--- config.mk ---
export PLATFORM = sky130hd
export DESIGN_NAME = tile_map_row_render_top
export DESIGN_NICKNAME = d
export VERILOG_FILES = /design/src/hw/rtl/tmr_pkg.sv /design/src/hw/rtl/tile_map_row_render_top.sv /design/src/hw/rtl/tmr_palette.sv /design/src/hw/rtl/tmr_row_stage.sv /design/src/hw/rtl/tmr_pixel_out.sv
export SDC_FILE = /design/constraint.sdc
export NUM_CORES = 1
export LEC_CHECK = 0
export BUFFER_PORTS_ARGS = -buffer_cell sky130_fd_sc_hd__buf_2
export CAP_MARGIN = 25
export CORE_ASPECT_RATIO = 0.9
export CORE_MARGIN = 2
export CORE_UTILIZATION = 30
export DETAILED_ROUTE_END_ITERATION = 8
export HOLD_SLACK_MARGIN = 0.02
export RECOVER_POWER = 50
export SLEW_MARGIN = 5
export SYNTH_ARGS = -nofsm -noshare
export SYNTH_HDL_FRONTEND = slang
export SYNTH_SLANG_ARGS = --single-unit
--- constraint.sdc ---
create_clock -name aclk -period 7.7 [get_ports aclk]
set_input_delay 0.385 -clock aclk [delete_from_list [all_inputs] [get_ports aclk]]
set_output_delay 0.385 -clock aclk [all_outputs]
set_load 0.01 [all_outputs]
--- src/hw/rtl/tmr_pkg.sv ---
// shared types, field offsets and codes for the tile-map row renderer
package tmr_pkg;

    // map size in tiles
    localparam int MAP_TILES_WIDE = 128;
    localparam int MAP_TILES_HIGH = 16;

    // configuration port
    localparam int CFG_IDX_W  = 2;
    localparam int CFG_DATA_W = 24;
    localparam logic [CFG_IDX_W-1:0] REG_GFX_BASE  = 2'd0;
    localparam logic [CFG_IDX_W-1:0] REG_TILE_BASE = 2'd1;
    localparam logic [CFG_IDX_W-1:0] REG_MAP_WIDTH = 2'd2;

    localparam logic [23:0] GFX_BASE_RESET  = 24'h000000;
    localparam logic [10:0] TILE_BASE_RESET = 11'h141;
    localparam logic [7:0]  MAP_WIDTH_RESET = 8'd128;

    // request kinds carried in s_tuser
    localparam logic CMD_PALETTE = 1'b0;
    localparam logic CMD_RENDER  = 1'b1;

    // map entry layout
    localparam int ENTRY_HFLIP = 11;
    localparam int ENTRY_VFLIP = 12;

    // input tdata layout, lowest field first
    localparam int S_TDATA_W    = 104;
    localparam int S_SLOT_LO    = 0;
    localparam int S_COLOR_LO   = 4;
    localparam int S_ENTRY_LO   = 36;
    localparam int S_TX_LO      = 52;
    localparam int S_TY_LO      = 59;
    localparam int S_ROW_LO     = 63;
    localparam int S_PIXELS_LO  = 66;

    // result tdata layout, lowest field first
    localparam int M_TDATA_W    = 96;

    // palette write request
    typedef struct packed {
        logic        en;
        logic [3:0]  slot;
        logic [31:0] color;
    } pal_wr_t;

    // row held in the row stage, one pixel picked per cycle by col while the result register takes it
    typedef struct packed {
        logic        valid;
        logic [2:0]  col;
        logic        hflip;
        logic [6:0]  tile_x;
        logic [31:0] pixels;
        logic [6:0]  pixel_y;
        logic [16:0] row_base;
        logic [23:0] fetch_addr;
    } pix_req_t;

endpackage

--- src/hw/rtl/tile_map_row_render_top.sv ---
// top level of the tile-map row renderer
//
// Renders one 8-pixel row of an 8x8 tile packed at four bits per pixel. A render
// request (s_tuser = 1) with a tile at or above tile_base and inside the map gives
// eight results, source column order, m_tlast on the eighth; other render requests
// give none. A palette request (s_tuser = 0) writes one palette slot and gives no
// result. A render request holds the row stage until its eighth pixel is taken,
// one pixel per cycle into the result register unless m_tready stalls; the next
// request is taken in the cycle the eighth pixel moves into the result register.
// Palette and skipped requests do not hold the stage. Palette slots must be written
// before a pixel uses them. The user must write configuration only while idle; unchecked.
module tile_map_row_render_top (
    input  logic                               aclk,
    input  logic                               aresetn,
    // input requests
    input  logic                               s_tvalid,
    output logic                               s_tready,
    // palette_slot, palette_color, map_entry, tile_x, tile_y, tile_row, row_pixels
    input  logic [tmr_pkg::S_TDATA_W-1:0]      s_tdata,
    // command
    input  logic                               s_tuser,
    // pixel results
    output logic                               m_tvalid,
    input  logic                               m_tready,
    // pixel_x, pixel_y, pixel_offset, color_index, pixel_color, row_fetch_address
    output logic [tmr_pkg::M_TDATA_W-1:0]      m_tdata,
    // last_pixel
    output logic                               m_tlast,
    // register writes
    input  logic                               cfg_valid,
    output logic                               cfg_ready,
    input  logic [tmr_pkg::CFG_IDX_W-1:0]      cfg_index,
    input  logic [tmr_pkg::CFG_DATA_W-1:0]     cfg_data
);
    import tmr_pkg::*;

    logic [23:0] gfx_base_reg;
    logic [10:0] tile_base_reg;
    logic [7:0]  map_width_reg;

    pix_req_t    req;
    pal_wr_t     pal_wr;
    logic        pix_take;
    logic [3:0]  pal_slot;
    logic [31:0] pal_color;

    // configuration registers, always ready
    assign cfg_ready = 1'b1;

    always_ff @(posedge aclk) begin
        if (!aresetn) begin
            gfx_base_reg  <= GFX_BASE_RESET;
            tile_base_reg <= TILE_BASE_RESET;
            map_width_reg <= MAP_WIDTH_RESET;
        end else if (cfg_valid) begin
            unique case (cfg_index)
                REG_GFX_BASE:  gfx_base_reg  <= cfg_data[23:0];
                REG_TILE_BASE: tile_base_reg <= cfg_data[10:0];
                REG_MAP_WIDTH: map_width_reg <= cfg_data[7:0];
                default: ;
            endcase
        end
    end

    tmr_row_stage u_row_stage (
        .aclk      (aclk),
        .aresetn   (aresetn),
        .s_tvalid  (s_tvalid),
        .s_tready  (s_tready),
        .s_tdata   (s_tdata),
        .s_tuser   (s_tuser),
        .gfx_base  (gfx_base_reg),
        .tile_base (tile_base_reg),
        .map_width (map_width_reg),
        .pix_take  (pix_take),
        .req       (req),
        .pal_wr    (pal_wr)
    );

    tmr_palette u_palette (
        .aclk     (aclk),
        .wr       (pal_wr),
        .rd_slot  (pal_slot),
        .rd_color (pal_color)
    );

    tmr_pixel_out u_pixel_out (
        .aclk      (aclk),
        .aresetn   (aresetn),
        .req       (req),
        .pix_take  (pix_take),
        .pal_slot  (pal_slot),
        .pal_color (pal_color),
        .m_tvalid  (m_tvalid),
        .m_tready  (m_tready),
        .m_tdata   (m_tdata),
        .m_tlast   (m_tlast)
    );

endmodule

--- src/hw/rtl/tmr_palette.sv ---
// 16-entry colour palette, one write and one read port
module tmr_palette (
    input  logic            aclk,
    input  tmr_pkg::pal_wr_t wr,
    input  logic [3:0]      rd_slot,
    output logic [31:0]     rd_color
);
    import tmr_pkg::*;

    logic [31:0] pal_reg [16];

    // slot write, contents undefined until written
    always_ff @(posedge aclk) begin
        if (wr.en) begin
            pal_reg[wr.slot] <= wr.color;
        end
    end

    assign rd_color = pal_reg[rd_slot];

endmodule

--- src/hw/rtl/tmr_row_stage.sv ---
// input register: takes requests, works out row constants, steps through eight pixels
module tmr_row_stage (
    input  logic                               aclk,
    input  logic                               aresetn,
    input  logic                               s_tvalid,
    output logic                               s_tready,
    input  logic [tmr_pkg::S_TDATA_W-1:0]      s_tdata,
    input  logic                               s_tuser,
    input  logic [23:0]                        gfx_base,
    input  logic [10:0]                        tile_base,
    input  logic [7:0]                         map_width,
    input  logic                               pix_take,
    output tmr_pkg::pix_req_t                  req,
    output tmr_pkg::pal_wr_t                   pal_wr
);
    import tmr_pkg::*;

    logic        busy_reg, busy_next;
    logic [2:0]  cnt_reg, cnt_next;
    logic        hflip_reg, hflip_next;
    logic [6:0]  tx_reg, tx_next;
    logic [31:0] pixels_reg, pixels_next;
    logic [6:0]  py_reg, py_next;
    logic [16:0] base_reg, base_next;
    logic [23:0] addr_reg, addr_next;

    logic [15:0] entry;
    logic [10:0] tile;
    logic [6:0]  in_tx;
    logic [3:0]  in_ty;
    logic [2:0]  in_row;
    logic        s_accept;
    logic        hit;
    logic [10:0] tile_diff;
    logic [6:0]  in_py;
    logic [14:0] py_times_w;
    logic [17:0] row_base_wide;
    logic        finishing;

    // unpack request fields
    assign entry  = s_tdata[S_ENTRY_LO +: 16];
    assign tile   = entry[10:0];
    assign in_tx  = s_tdata[S_TX_LO +: 7];
    assign in_ty  = s_tdata[S_TY_LO +: 4];
    assign in_row = s_tdata[S_ROW_LO +: 3];

    // last pixel leaving frees the stage in the same cycle
    assign finishing = busy_reg && pix_take && (cnt_reg == 3'd7);
    assign s_tready  = !busy_reg || finishing;
    assign s_accept  = s_tvalid && s_tready;

    // palette writes land at once; pixels already sent used the old colour
    assign pal_wr.en    = s_accept && (s_tuser == CMD_PALETTE);
    assign pal_wr.slot  = s_tdata[S_SLOT_LO +: 4];
    assign pal_wr.color = s_tdata[S_COLOR_LO +: 32];

    // tile in range and on the map
    assign hit = (tile >= tile_base)
              && (32'(in_tx) < MAP_TILES_WIDE)
              && (32'(in_ty) < MAP_TILES_HIGH);

    // row constants
    assign tile_diff     = tile - tile_base;
    assign in_py         = {in_ty, entry[ENTRY_VFLIP] ? ~in_row : in_row};
    assign py_times_w    = 15'(in_py) * 15'(map_width);
    assign row_base_wide = {py_times_w, 3'b000};

    // next-state logic
    always_comb begin
        busy_next   = busy_reg;
        cnt_next    = cnt_reg;
        hflip_next  = hflip_reg;
        tx_next     = tx_reg;
        pixels_next = pixels_reg;
        py_next     = py_reg;
        base_next   = base_reg;
        addr_next   = addr_reg;
        if (busy_reg && pix_take) begin
            cnt_next = cnt_reg + 3'd1;
            if (cnt_reg == 3'd7) begin
                busy_next = 1'b0;
            end
        end
        if (s_accept && (s_tuser == CMD_RENDER) && hit) begin
            busy_next   = 1'b1;
            cnt_next    = 3'd0;
            hflip_next  = entry[ENTRY_HFLIP];
            tx_next     = in_tx;
            pixels_next = s_tdata[S_PIXELS_LO +: 32];
            py_next     = in_py;
            base_next   = row_base_wide[16:0];
            addr_next   = gfx_base + 24'({tile_diff, in_row, 2'b00});
        end
    end

    // control state
    always_ff @(posedge aclk) begin
        if (!aresetn) begin
            busy_reg <= 1'b0;
            cnt_reg  <= 3'd0;
        end else begin
            busy_reg <= busy_next;
            cnt_reg  <= cnt_next;
        end
    end

    // row payload
    always_ff @(posedge aclk) begin
        hflip_reg  <= hflip_next;
        tx_reg     <= tx_next;
        pixels_reg <= pixels_next;
        py_reg     <= py_next;
        base_reg   <= base_next;
        addr_reg   <= addr_next;
    end

    assign req.valid      = busy_reg;
    assign req.col        = cnt_reg;
    assign req.hflip      = hflip_reg;
    assign req.tile_x     = tx_reg;
    assign req.pixels     = pixels_reg;
    assign req.pixel_y    = py_reg;
    assign req.row_base   = base_reg;
    assign req.fetch_addr = addr_reg;

    // a stalled row holds its place
    a_hold_on_stall: assert property (@(posedge aclk) disable iff (!aresetn)
        (busy_reg && !pix_take) |=> (busy_reg && $stable(cnt_reg)))
        else $error("row stage moved while stalled");

    // pixels step one column at a time
    a_step: assert property (@(posedge aclk) disable iff (!aresetn)
        (busy_reg && pix_take && (cnt_reg != 3'd7))
            |=> (busy_reg && (cnt_reg == $past(cnt_reg) + 3'd1)))
        else $error("row stage skipped a pixel");

    // eighth pixel frees the stage unless a new row is loaded
    a_release: assert property (@(posedge aclk) disable iff (!aresetn)
        (finishing && !(s_accept && (s_tuser == CMD_RENDER) && hit)) |=> !busy_reg)
        else $error("row stage not released after eighth pixel");

    // a render request only loads into a free stage
    a_no_overrun: assert property (@(posedge aclk) disable iff (!aresetn)
        (s_accept && busy_reg) |-> finishing)
        else $error("request taken while row still in progress");

endmodule

--- src/hw/rtl/tmr_pixel_out.sv ---
// per-pixel position, offset and colour into the result register
module tmr_pixel_out (
    input  logic                               aclk,
    input  logic                               aresetn,
    input  tmr_pkg::pix_req_t                  req,
    output logic                               pix_take,
    output logic [3:0]                         pal_slot,
    input  logic [31:0]                        pal_color,
    output logic                               m_tvalid,
    input  logic                               m_tready,
    output logic [tmr_pkg::M_TDATA_W-1:0]      m_tdata,
    output logic                               m_tlast
);
    import tmr_pkg::*;

    logic        valid_reg, valid_next;
    logic [9:0]  px_reg;
    logic [6:0]  py_reg;
    logic [16:0] off_reg;
    logic [3:0]  idx_reg;
    logic [31:0] color_reg;
    logic [23:0] addr_reg;
    logic        last_reg;

    logic [4:0]  nib_shift;
    logic [31:0] shifted;
    logic [3:0]  nibble;
    logic [9:0]  px;
    logic [16:0] off;

    // pick the nibble, high nibble of each byte is the left pixel
    assign nib_shift = 5'd28 - {req.col, 2'b00};
    assign shifted   = req.pixels >> nib_shift;
    assign nibble    = shifted[3:0];
    assign pal_slot  = nibble;

    // flipped column and linear offset
    assign px  = {req.tile_x, req.hflip ? ~req.col : req.col};
    assign off = req.row_base + 17'(px);

    // result register takes a pixel when empty or being emptied
    assign pix_take = req.valid && (!valid_reg || m_tready);

    always_comb begin
        valid_next = valid_reg;
        if (pix_take) begin
            valid_next = 1'b1;
        end else if (m_tready) begin
            valid_next = 1'b0;
        end
    end

    always_ff @(posedge aclk) begin
        if (!aresetn) begin
            valid_reg <= 1'b0;
        end else begin
            valid_reg <= valid_next;
        end
    end

    // result payload
    always_ff @(posedge aclk) begin
        if (pix_take) begin
            px_reg    <= px;
            py_reg    <= req.pixel_y;
            off_reg   <= off;
            idx_reg   <= nibble;
            color_reg <= pal_color;
            addr_reg  <= req.fetch_addr;
            last_reg  <= (req.col == 3'd7);
        end
    end

    assign m_tvalid = valid_reg;
    assign m_tlast  = last_reg;
    assign m_tdata  = {2'b00, addr_reg, color_reg, idx_reg, off_reg, py_reg, px_reg};

endmodule
==> flow_results.org <==
** Worst setup path
- Type of origin of the critical path :: flop
- By startpoint and endpoint, the worst setup path is classified as flop to flop.
- Chain of cells forming the critical path :: and2_1, fa_1, inv_1, fa_1, inv_1, fa_1, inv_1, fa_1, inv_1, ha_1, inv_1, o21bai_1, a2111o_1, a31o_2, a21oi_1, xnor2_1
- Delay contributed by the slowest stage of the critical path :: 530 ps
- Most common cell on crit path :: inv_1
- In this run the worst path has a maximum fanout of 8.
- Cell with the largest stage delay on the worst path :: fa_1
- Arrival time at the worst endpoint :: 4850 ps
- Required time at the endpoint of the critical path :: 8090 ps
- STA classifies the critical path endpoint as a flop.

** Timing
- Setup_tns :: 0 ps
- Hold Slack :: 55.9 ps
- Setup repair after global routing missed its margin :: false
- Final Setup Violations :: 0
- For the pin with the worst max-slew slack, the measured transition is 2210 ps.
- Final critical-path required period :: 4460 ps
- Final worst-path cycle share :: 0.580
- Based on the critical path, the design can be clocked at up to 0.224 GHz.
- On the final layout, the worst clock skew is 45.6 ps.
- Final max-slew violation count :: 82
- The number of hold-slack violations in the final timing report was 0.
- Post-route setup slack :: 3240 ps
- Max-slew headroom :: -0.482

** Logic synthesis
- Of the post-synthesis cell area, the dominant cell type holds 0.667.
- For this run, the number of Yosys warnings is 0.
- Post-synthesis area per instance :: 13.6 um^2
- Cell accounting for the most synthesized area :: edfxtp_1
- The share of the Yosys chip area taken by registers is 0.698.
- Of the total synthesized cell area, the portion taken by AND, OR, NAND and NOR gates is 0.117.
- The fraction of the mapped netlist area in compound gates came to 0.0572.
- The synthesized design contains 737 register bits.
- Of the total synthesized cell area, the portion taken by XOR and XNOR cells is 0.0155.
- The most common cell in the synthesized netlist is edfxtp_1.
- After synthesis, the largest family of logic cells by area is simple AND/OR/NAND/NOR gates.
- Largest cells by area after synthesis :: edfxtp_1 (67%), nand2_1 (6.7%), mux2i_1 (3.5%), dfxtp_1 (3.1%), ha_1 (2.6%)
- Mux contribution to synthesized area :: 0.0407
- Most used standard cells in the synthesized netlist :: edfxtp_1 (689), nand2_1 (552), nand3_1 (135)
- Of the total synthesized cell area, the portion taken by full adders, half adders and majority gates is 0.0463.
- In the synthesized netlist the dominant register cell turns out to be edfxtp_1.
- Count of different cell masters after synthesis :: 56
- Post-synth design cell area :: 31,000 um^2
- Yosys mapped a number of flops with a built-in enable equal to 689.
- Number of cells produced by synthesis :: 2,283
- Async SR Flop Fraction :: 0

** Detailed routing
- After detailed routing, the number of vias per cell comes to 4.66.
- For this block, the initial DRC count from the detailed router was 1,278.
- After detailed routing, the number of remaining DRC violations is 0.
- Via Count :: 18.6k
- Summed over all layers, the routed wires come to 74.3 mm.
- Per-cell routed wire length :: 18.6 um
- The count of nets left with antenna violations once routing finished came out at 0.
- Pre-antenna DRT Iters :: 5

** Place
- Routability-driven placement finished with a final weighted congestion of 0.763.
- Port bufs :: 223
- At the placement stage, the worst setup path has a slack of 2770 ps.
- Cell area after placement :: 33,700 um^2
- DP Wirelength :: 40.4 mm

** Floorplan
- The floorplan step set the die width to 343 um.
- Starting density of the core :: 0.304
- CORE AREA :: 102,000 um^2
- Die H :: 309 um
- In this run the core area contains 111 standard-cell rows.
- IO Pins :: 236
- Die area :: 106,000 um^2

** Pwr
- The share of total power dissipated in combinational logic is 0.086.
- Relative contribution of the clock network to total power :: 0.413
- Power comes to 9.01 mW.
- NetSw :: 2.13 mW
- Summed over all cells, the static leakage comes to 13.2 nW.
- Net Sw Frac :: 0.236
- Sequential cell fraction of total power :: 0.501
- Power Dens Cells :: 245 nW/um^2
- Highest ir drop seen on vdd :: 0.137 mV
- Cell internal power was estimated by the tool at 6.89 mW.

** Layout
- In the final layout, the share of cells above drive strength 1 is 0.107.
- Relative to the synthesized area, the layout overhead comes to 18.7%.
- At the end of the flow, the number of nets in the layout was 2,810.
- With fillers left out, the area of the finished cells amounts to 36,800 um^2.
- Number of flip-flops under the largest register name :: 512

** Clock tree
- # H-tree levels :: 3
- Clock latency at the later pin of the worst-skew pair :: 650 ps
- Setup fix buffers added after clock tree synthesis :: 0
- The cell sitting at the root of the clock tree is a clkbuf_16.
- TritonCTS created 81 clock buffers.
- Cts repair resizes :: 0
- The clock passes through at most 3 buffers.
- TritonCTS built the clock tree.
- Clk sinks :: 737
- Clock-pin slew was measured on the worst setup and hold paths at 60 ps.
- In this run, post-CTS hold repair placed 63 buffers.

** Flow run
- Max-capacitance violation count :: 2

** Worst hold path
- The min-delay analysis places its worst path in the category primary input to flop.

** Global route
- Number of global-route vias before repair :: 18.2k
- Number of antenna violations at the first check in global routing :: 12
- The first global-routing pass estimated 112 mm of wire.
- Maximum number of pins on one net before global-route repair :: 129
- After global routing the overflow that remains totals 0.
- Overall track demand over capacity in global routing :: 0.139

** Outcome
- The final reports fail on capacitance limit, slew limit.
- The flow ran to the end, but the final reports show violations.
[power by group through the flow]
stage / logic, mW / registers, mW / clock network (mW)
after global routing: 0.872 / 4.52 / 3.97
after floorplan: 0.485 / 4.60 / 0
after global placement: 0.753 / 4.60 / 0
final: 0.777 / 4.52 / 3.72
after CTS: 0.793 / 4.51 / 3.82
after detailed placement: 0.764 / 4.60 / 0
[cells in the final DEF (no fill, tap or decap), types with 14 or more instances in the layout]
master         synthesis  layout
a21boi_0              37      37
a21oi_1               25      25
a32oi_1               32      32
and2_1                48      46
buf_2                 33      98
buf_4                 14      33
clkbuf_1              52     149
clkbuf_16              0      83
dfxtp_1               48      48
dlygate4sd3_1          0      63
edfxtp_1             689     689
fa_1                  31      31
ha_1                  65      65
inv_1                 62      61
mux2i_1              108     108
nand2_1              552     551
nand3_1              135     135
nor2_1                46      31
nor2_4                 0      15
nor2b_1               14      14
o21ai_0               85      85
o221ai_1              32      32
xnor2_1               38      38
xor2_1                17      17
[per-stage QoR]
step                      instances   util
after detailed placement       3786  0.330
after floorplan                2284      -
after global placement         3785  0.330
after CTS                      3993  0.361
after global routing           3997  0.360
final                          3997  0.360
[area by class of cell]
| cell class | count | area [um^2] |
|---|---|---|
| diodes | 2 | 5.00 |
| clock buffers | 109 | 2190 |
| clock inverters | 35 | 348 |
| fillers | 9912 | 65300 |
| inverters | 63 | 245 |
| multi-input cells | 1373 | 8740 |
| flip-flops and latches | 737 | 21700 |
| well taps | 1356 | 1700 |
| repair buffers | 322 | 1910 |
[critical path, delay by kind of cell (launching register included)]
kind	cells	cell delay (ps)
compound gates	4	940
xor+xnor	1	80
fa+ha+maj	5	2320
buf+inv	5	260
flops	1	400
simple gates	1	200
[cells by family (layout without fill, tap and decap cells)]
family / Yosys count / count (layout)
adders and majority gates: 96 / 96
and+or+nand+nor: 846 / 846
xor gates and xnor gates: 55 / 55
muxes: 116 / 116
DFF: 737 / 737
AOI/OAI and AO/OA: 257 / 257
other: 2 / 5
buffers and inverters: 174 / 529
[path summary, 6_finish.rpt]
path	startpoint	end	slack (ps)	cells after the start
worst max register to register	map_width_reg[5]	u_row_stage.base_reg[15]	3240	16
worst min register to register	u_row_stage.addr_reg[4]	u_pixel_out.addr_reg[4]	400	0
worst max-delay path	map_width_reg[5]	u_row_stage.base_reg[15]	3240	16
worst min-delay path	cfg_data[11]	gfx_base_reg[11]	60	3
[metal layers]
layer  GRT usage  share of wire  up-vias  wire, um
met2       0.226           0.47      473     35200
met4      0.0379          0.020       14      1480
met5           0         0.0011        -        82
met1       0.184           0.44     9151     32700
met3      0.0355          0.065      115      4850
li1            -              -     8882         -
(Power assumes the default switching activity.)
